`src/hdl/ldq_pkg.sv`:
```
// ----------------------------------------------------------------------------
// Linked deque package
// Command codes and status codes used by the deque module.
// ----------------------------------------------------------------------------
package ldq_pkg;

  typedef enum logic [3:0] {
    CMD_PUSH_TAIL = 4'd0,
    CMD_PUSH_HEAD = 4'd1,
    CMD_POP_TAIL  = 4'd2,
    CMD_POP_HEAD  = 4'd3,
    CMD_REMOVE    = 4'd4,
    CMD_HEAD      = 4'd5,
    CMD_TAIL      = 4'd6,
    CMD_NEXT      = 4'd7,
    CMD_PREV      = 4'd8,
    CMD_READ      = 4'd9,
    CMD_WRITE     = 4'd10
  } cmd_t;

  typedef enum logic [1:0] {
    ST_OK      = 2'd0,
    ST_EMPTY   = 2'd1,
    ST_FULL    = 2'd2,
    ST_NO_LIVE = 2'd3
  } status_t;

endpackage

```
`src/hdl/linked_deque_with_handles.sv`:
```
// ----------------------------------------------------------------------------
// Linked deque with handles
// Double-ended queue kept as a doubly linked list in a fixed node pool.
// ----------------------------------------------------------------------------
//  channel | ports                                       | handshake
//  input   | in_command, in_node_handle, in_data_in      | start high, busy low
//  result  | out_status, out_handle_out, out_data_out,   | out_valid, one cycle
//          | out_length                                  |
// The result of an item follows its acceptance in state S_EXEC, or in S_FIX
// or S_FIX2 after S_EXEC when a push onto a non-empty deque or an unlink with
// a successor writes the link memories in two steps. The next item is taken
// in S_IDLE after the result, so a new item is not taken before the last one
// is through. The single write port of each link memory sets this. Reset is
// synchronous; free stack entries never written are found by a low-water
// mark. The receiver cannot stall.
module linked_deque_with_handles #(
  parameter int POOL_NODES = 64,
  parameter int DATA_BITS  = 32
) (
  input  logic                          clk,
  input  logic                          rst_n,
  input  logic                          start,
  output logic                          busy,
  input  logic [3:0]                    in_command,
  input  logic [$clog2(POOL_NODES)-1:0] in_node_handle,
  input  logic [DATA_BITS-1:0]          in_data_in,
  output logic                          out_valid,
  output logic [1:0]                    out_status,
  output logic [$clog2(POOL_NODES)-1:0] out_handle_out,
  output logic [DATA_BITS-1:0]          out_data_out,
  output logic [$clog2(POOL_NODES):0]   out_length
);

  localparam int AW = $clog2(POOL_NODES);
  localparam int LW = AW + 1;
  localparam logic [LW-1:0] NONE = LW'(POOL_NODES);

  typedef enum logic [3:0] {
    S_IDLE = 4'b0001,
    S_EXEC = 4'b0010,
    S_FIX  = 4'b0100,
    S_FIX2 = 4'b1000
  } state_t;

  state_t state_r, state_nxt;
  logic [3:0] cmd_r;
  logic [DATA_BITS-1:0] din_r;
  logic [AW-1:0] node_r;
  logic node_ok_r;
  logic [LW-1:0] head_r, head_nxt, tail_r, tail_nxt, cnt_r, cnt_nxt;
  logic [LW-1:0] free_r, free_nxt, low_r, low_nxt;
  logic [POOL_NODES-1:0] live_r, live_nxt;
  logic [LW-1:0] fix_p_r, fix_p_nxt, fix_x_r, fix_x_nxt;

  logic v_we, n_we, p_we, f_we;
  logic [AW-1:0] v_wa, n_wa, p_wa, f_wa, v_ra, f_ra;
  logic [DATA_BITS-1:0] v_wd, v_rd;
  logic [LW-1:0] n_wd, p_wd, n_rd, p_rd;
  logic [AW-1:0] f_wd, f_rd;

  ldq_ram #(.WIDTH(DATA_BITS), .DEPTH(POOL_NODES)) u_val (
    .clk, .we(v_we), .waddr(v_wa), .wdata(v_wd), .raddr(v_ra), .rdata(v_rd));
  ldq_ram #(.WIDTH(LW), .DEPTH(POOL_NODES)) u_next (
    .clk, .we(n_we), .waddr(n_wa), .wdata(n_wd), .raddr(v_ra), .rdata(n_rd));
  ldq_ram #(.WIDTH(LW), .DEPTH(POOL_NODES)) u_prev (
    .clk, .we(p_we), .waddr(p_wa), .wdata(p_wd), .raddr(v_ra), .rdata(p_rd));
  ldq_ram #(.WIDTH(AW), .DEPTH(POOL_NODES)) u_free (
    .clk, .we(f_we), .waddr(f_wa), .wdata(f_wd), .raddr(f_ra), .rdata(f_rd));

  logic [AW-1:0] sel_node, push_node;
  logic sel_ok, accept, is_push, is_pop;
  logic [1:0] st;
  logic [AW-1:0] ho;
  logic [DATA_BITS-1:0] dout;
  logic [LW-1:0] lnk;

  assign busy   = (state_r != S_IDLE);
  assign accept = start && !busy;

  // Node addressed by the command, chosen at accept time.
  always_comb begin
    sel_node = in_node_handle;
    sel_ok   = LW'(in_node_handle) < NONE;
    case (in_command)
      ldq_pkg::CMD_POP_TAIL: begin
        sel_node = tail_r[AW-1:0];
        sel_ok   = tail_r < NONE;
      end
      ldq_pkg::CMD_POP_HEAD: begin
        sel_node = head_r[AW-1:0];
        sel_ok   = head_r < NONE;
      end
      default: ;
    endcase
    sel_ok = sel_ok && live_r[sel_node];
  end

  assign v_ra = busy ? node_r : sel_node;
  // Free stack: entries at or above the low-water mark have been written,
  // entries below it still hold the reset order POOL_NODES-1-i.
  assign f_ra = AW'(free_r - LW'(1));
  assign push_node = (free_r - LW'(1) >= low_r) ? f_rd
                   : AW'(LW'(POOL_NODES - 1) - (free_r - LW'(1)));
  assign is_push = cmd_r == ldq_pkg::CMD_PUSH_TAIL || cmd_r == ldq_pkg::CMD_PUSH_HEAD;
  assign is_pop  = cmd_r == ldq_pkg::CMD_POP_TAIL || cmd_r == ldq_pkg::CMD_POP_HEAD
                || cmd_r == ldq_pkg::CMD_REMOVE;

  always_comb begin
    state_nxt = state_r;
    head_nxt = head_r; tail_nxt = tail_r; cnt_nxt = cnt_r;
    free_nxt = free_r; low_nxt = low_r; live_nxt = live_r;
    fix_p_nxt = fix_p_r; fix_x_nxt = fix_x_r;
    v_we = 1'b0; v_wa = node_r; v_wd = din_r;
    n_we = 1'b0; n_wa = node_r; n_wd = NONE;
    p_we = 1'b0; p_wa = node_r; p_wd = NONE;
    f_we = 1'b0; f_wa = AW'(free_r); f_wd = node_r;
    st = ldq_pkg::ST_OK; ho = '0; dout = '0; lnk = NONE;
    out_valid = 1'b0;
    case (state_r)
      S_IDLE: begin
        if (accept) state_nxt = S_EXEC;
      end
      S_EXEC: begin
        state_nxt = S_IDLE;
        out_valid = 1'b1;
        if (is_push) begin
          if (free_r == '0) begin
            st = ldq_pkg::ST_FULL;
          end else begin
            ho = push_node;
            free_nxt = free_r - LW'(1);
            if (free_r - LW'(1) < low_r) low_nxt = free_r - LW'(1);
            live_nxt[push_node] = 1'b1;
            cnt_nxt = cnt_r + LW'(1);
            v_we = 1'b1; v_wa = push_node;
            n_we = 1'b1; n_wa = push_node;
            p_we = 1'b1; p_wa = push_node;
            if (cnt_r == '0) begin
              head_nxt = LW'(push_node); tail_nxt = LW'(push_node);
            end else if (cmd_r == ldq_pkg::CMD_PUSH_HEAD) begin
              n_wd = head_r; head_nxt = LW'(push_node);
              fix_p_nxt = LW'(push_node); fix_x_nxt = head_r;
              state_nxt = S_FIX2;
              out_valid = 1'b0;
            end else begin
              p_wd = tail_r; tail_nxt = LW'(push_node);
              fix_p_nxt = tail_r; fix_x_nxt = LW'(push_node);
              state_nxt = S_FIX2;
              out_valid = 1'b0;
            end
          end
        end else if (is_pop) begin
          if (!node_ok_r) begin
            st = (cmd_r == ldq_pkg::CMD_REMOVE) ? ldq_pkg::ST_NO_LIVE
                                               : ldq_pkg::ST_EMPTY;
          end else begin
            dout = v_rd;
            live_nxt[node_r] = 1'b0;
            if (free_r < LW'(POOL_NODES)) begin
              f_we = 1'b1;
              free_nxt = free_r + LW'(1);
            end
            if (cnt_r != '0) cnt_nxt = cnt_r - LW'(1);
            if (p_rd < NONE) begin
              n_we = 1'b1; n_wa = p_rd[AW-1:0]; n_wd = n_rd;
            end else begin
              head_nxt = n_rd;
            end
            if (n_rd >= NONE) tail_nxt = p_rd;
            fix_p_nxt = p_rd; fix_x_nxt = n_rd;
            if (n_rd < NONE) begin
              state_nxt = S_FIX;
              out_valid = 1'b0;
            end
          end
        end else begin
          case (cmd_r)
            ldq_pkg::CMD_HEAD, ldq_pkg::CMD_TAIL: begin
              lnk = (cmd_r == ldq_pkg::CMD_HEAD) ? head_r : tail_r;
              if (lnk < NONE) ho = lnk[AW-1:0];
              else st = ldq_pkg::ST_EMPTY;
            end
            ldq_pkg::CMD_NEXT, ldq_pkg::CMD_PREV: begin
              lnk = (cmd_r == ldq_pkg::CMD_NEXT) ? n_rd : p_rd;
              if (!node_ok_r) st = ldq_pkg::ST_NO_LIVE;
              else if (lnk < NONE) ho = lnk[AW-1:0];
              else st = ldq_pkg::ST_EMPTY;
            end
            ldq_pkg::CMD_READ, ldq_pkg::CMD_WRITE: begin
              if (!node_ok_r) begin
                st = ldq_pkg::ST_NO_LIVE;
              end else if (cmd_r == ldq_pkg::CMD_WRITE) begin
                v_we = 1'b1; dout = din_r;
              end else begin
                dout = v_rd;
              end
            end
            default: ;
          endcase
        end
      end
      S_FIX: begin
        // Second half of an unlink: previous link of the old successor.
        p_we = 1'b1; p_wa = fix_x_r[AW-1:0]; p_wd = fix_p_r;
        dout = v_rd;
        state_nxt = S_IDLE;
        out_valid = 1'b1;
      end
      S_FIX2: begin
        // Second half of a push: link the old end node to the new one.
        if (cmd_r == ldq_pkg::CMD_PUSH_HEAD) begin
          p_we = 1'b1; p_wa = fix_x_r[AW-1:0]; p_wd = fix_p_r;
          ho = fix_p_r[AW-1:0];
        end else begin
          n_we = 1'b1; n_wa = fix_p_r[AW-1:0]; n_wd = fix_x_r;
          ho = fix_x_r[AW-1:0];
        end
        state_nxt = S_IDLE;
        out_valid = 1'b1;
      end
      default: state_nxt = S_IDLE;
    endcase
  end

  assign out_status     = st;
  assign out_handle_out = ho;
  assign out_data_out   = dout;
  assign out_length     = cnt_nxt;

  always_ff @(posedge clk) begin
    if (!rst_n) begin
      state_r <= S_IDLE;
      head_r  <= NONE;
      tail_r  <= NONE;
      cnt_r   <= '0;
      free_r  <= LW'(POOL_NODES);
      low_r   <= LW'(POOL_NODES);
      live_r  <= '0;
    end else begin
      state_r <= state_nxt;
      head_r  <= head_nxt;
      tail_r  <= tail_nxt;
      cnt_r   <= cnt_nxt;
      free_r  <= free_nxt;
      low_r   <= low_nxt;
      live_r  <= live_nxt;
    end
  end

  always_ff @(posedge clk) begin
    fix_p_r <= fix_p_nxt;
    fix_x_r <= fix_x_nxt;
    if (accept) begin
      cmd_r     <= in_command;
      din_r     <= in_data_in;
      node_r    <= sel_node;
      node_ok_r <= sel_ok;
    end
  end

endmodule

```
`src/hdl/ldq_ram.sv`:
```
// ----------------------------------------------------------------------------
// Generic RAM
// One write port and one read port with a registered read.
// ----------------------------------------------------------------------------
module ldq_ram #(
  parameter int WIDTH = 8,
  parameter int DEPTH = 64
) (
  input  logic                     clk,
  input  logic                     we,
  input  logic [$clog2(DEPTH)-1:0] waddr,
  input  logic [WIDTH-1:0]         wdata,
  input  logic [$clog2(DEPTH)-1:0] raddr,
  output logic [WIDTH-1:0]         rdata
);

  logic [WIDTH-1:0] mem [DEPTH];

  always_ff @(posedge clk) begin
    if (we) begin
      mem[waddr] <= wdata;
    end
    rdata <= mem[raddr];
  end

endmodule
```
`config.mk`:
```
export PLATFORM = sky130hd
export DESIGN_NAME = linked_deque_with_handles
export DESIGN_NICKNAME = d
export VERILOG_FILES = /design/src/hdl/ldq_pkg.sv /design/src/hdl/linked_deque_with_handles.sv /design/src/hdl/ldq_ram.sv
export SDC_FILE = /design/constraint.sdc
export NUM_CORES = 2
export LEC_CHECK = 0
export BUFFER_PORTS_ARGS = -buffer_cell sky130_fd_sc_hd__buf_2
export CORE_MARGIN = 2
export CORE_UTILIZATION = 35
export CTS_CLUSTER_SIZE = 10
export DETAILED_ROUTE_END_ITERATION = 10
export PLACE_DENSITY = 0.48
export SETUP_SLACK_MARGIN = 0.15
export SYNTH_ARGS = -nofsm -noshare
export SYNTH_HDL_FRONTEND = slang
export SYNTH_SLANG_ARGS = --single-unit
```
`constraint.sdc`:
```
create_clock -name clk -period 7.15 [get_ports clk]
set_input_delay 1.0725 -clock clk [delete_from_list [all_inputs] [get_ports clk]]
set_output_delay 1.0725 -clock clk [all_outputs]
set_load 0.005 [all_outputs]
```
==> run summary <==
Yosys cell types: 82
Total GRT Usage: 21.89%
First-pass DRT Iterations: 6
RSZ-0062 raised after global routing: false
Routed WL: 449000 um
die span in x: 633.8 um
post-route ant nets: 0
Net Count, Synth: 9205
family with the most delay on the worst path: compound AO/OA/AOI/OAI gates
nets: 9538
Synth Area in XOR/XNOR: 0.06219%
die area: 401700 um^2
dpl cell area: 147900 um^2
area of the core: 395400 um^2
fin crit share: 86.10%
largest net degree at the start of global routing: 130
Initial DRC Count: 10250
# IOs: 94
CTS hold repair buffers: 0
Root Driver: clkbuf_16
Peak VDD IR: 0.2094 mV
power per cell area: 284.1 nW/um^2
post-synthesis simple-gate area fraction: 11.74%
#FFs+latches synth: 3540
Synth Flop Type: edfxtp_1
row count: 231
worst skew pair latency: 0.97 ns
max cap viols: 0
final design instance area without fill: 159200 um^2
final worst path period need: 6.156 ns
max_slew headroom: 4.487%
most frequent cells in the layout: edfxtp_1 (3385), nand2_1 (2047), nand3_1 (790)
Post-synth ARST share: 0%
critical path startpoint category: flip-flop
Pins Over Slew Limit: 0
mux share of post-synthesis cell area: 6.714%
DP Worst Slack: 0.8378 ns
Clock Tree Buf Depth: 4
Setup violations, final: 0
sequential area share after synthesis: 75.46%
post-synthesis adder-cell area fraction: 0.09915%
DR vias/cell: 5.637
PortBufs: 93
syn avg cell area: 15.17 um^2
internal power: 0.03436 W
Area growth, synth to finish: 14.69%
DR vias: 84180
crit end category: output port
GPL Wtd Cong: 0.8636
clk sinks: 3540
CP Cell Sequence: or3_1, o21ai_0, nand2_1, ha_1, nand2_1, o21ai_0, a21o_1, a21o_1, a21oi_1, o22ai_1, buf_2
cell taking the most area after synthesis: edfxtp_1
Worst EP required: 6.08 ns
Net Sw Frac: 24.01%
first-pass GRT wire length: 630100 um
top cells by area, synth: edfxtp_1 (73%), mux4_2 (6.1%), nand2_1 (5.5%)
post-synth top area share: 73.22%
CP Class: flip-flop to output port
CTS tree: done
max frequency: 162.4 MHz
hold_ws: 0.2778 ns
leakage power: 50.28 nW
NetSw: 0.01086 W
status: finished, final reports clean
Crit path largest cell delay: 0.67 ns
Final WS setup: 0.9936 ns
Comb pwr share: 8.4%
Arrival @ worst endpoint: 5.08 ns
clk_skew: 0.04915 ns
worst hold-check path type: input pin to flip-flop
Clock transition at path regs: 0.06 ns
Tot Pwr: 0.04522 W
CP max stage cell: or3_1
initial antenna violation count: 29
layout cells sized above 1: 14.82%
Clk network pwr share: 40.8%
area fraction in compound gates after synthesis: 4.142%
sequential share of power: 50.9%
largest family of logic cells by synthesized area: simple AND/OR/NAND/NOR gates
crit-path max FO: 16
Post-Synthesis Cells: 9149
Cell Area, Synth: 138800 um^2
# resized after CTS: 0
WP buf/inv: 1
Num CTS Buffers: 400
drt wl/cell: 30.07 um
setup bufs post-CTS: 0
commonest non-fill, non-tap cell in the layout: edfxtp_1
grt ovf: 0
EDFF count, synth: 3385
# H-tree levels: 5
setup TNS: 0 ns
Post-route DRC: 0
Starting Density: 35.11%
hpwl dp: 276700 um
final hold vios: 0
die height: 633.8 um
synth warn: 0
Slew @ Worst Pin: 1.422 ns
number of global-route vias before repair: 81360
## final timing paths
check	startpoint	slack [ns]	endpoint	cells after the start
worst max-delay path	free_r[3]	0.99	out_handle_out[4]	11
worst min-delay path	in_data_in[15]	0.28	din_r[15]	1
worst max register to register	free_r[3]	1.13	u_val.mem[15][18]	15
worst min register to register	low_r[4]	0.50	low_r[4]	1
## cell type report
| cell class | instances | area (um^2) |
|---|---|---|
| diodes | 13 | 32.53 |
| clock buffers | 569 | 10900 |
| multi-input cells | 5045 | 32460 |
| well taps | 5242 | 6559 |
| fillers | 36210 | 236200 |
| inverters | 29 | 111.4 |
| flip-flops and latches | 3540 | 104800 |
| repair buffers | 466 | 4054 |
| clock inverters | 29 | 330.3 |
## flip-flops by register name, indices dropped and copies added, names as in the netlist, 7 cells and up
name,count
u_val.mem,2048
u_next.mem,448
u_prev.mem,448
u_free.mem,384
live_r,64
din_r,32
u_val.rdata,32
cnt_r,7
fix_p_r,7
fix_x_r,7
free_r,7
head_r,7
low_r,7
tail_r,7
u_next.rdata,7
u_prev.rdata,7
## synthesized netlist by cell type, types with 28 or more instances
cell and number:
nor2_1 355, a21oi_1 98, mux2i_1 61, a22oi_1 101, a32oi_1 48, nand2_1 2049
buf_1 41, nand4_1 236, o21ai_0 198, and4_1 28, edfxtp_1 3385, nand3_1 796
clkbuf_1 285, and3_1 39, and2_1 82, a211oi_1 50, dfxtp_1 155, mux4_2 379
a22o_1 68, a31oi_1 188, buf_2 180
## kinds of logic after synthesis
logic type	count (synthesis)
and+or+nand+nor	3706
buffers and inverters	564
DFF	3540
AOI/OAI and AO/OA	864
muxes	455
adders and majority gates	11
xor gates and xnor gates	9
## power by group through the flow
stage               Clock (W)  Combinational [W]  Sequential [W]
floorplan                   0            0.00201          0.0234
global placement            0            0.00376          0.0234
detailed placement          0            0.00378          0.0234
CTS                    0.0188            0.00379          0.0230
global route           0.0195            0.00404          0.0230
finish                 0.0184            0.00379          0.0230
## metal layers
layer  GRT usage (%)  routed length (um)  up-vias
met5               0                  13        -
met4           4.880               10160        2
met2           33.82              204100     3806
li1                -                   -    35590
met3           3.549               36580      548
met1           32.42              198100    44230
## metrics by stage
step                      util (%)  std cells
after detailed placement     37.42      14320
final                        40.27      14930
after CTS                    40.26      14920
after global placement       37.42      14320
after global routing         40.26      14920
after floorplan                  -       9149
Note: power is estimated with default switching activity, not from simulation.
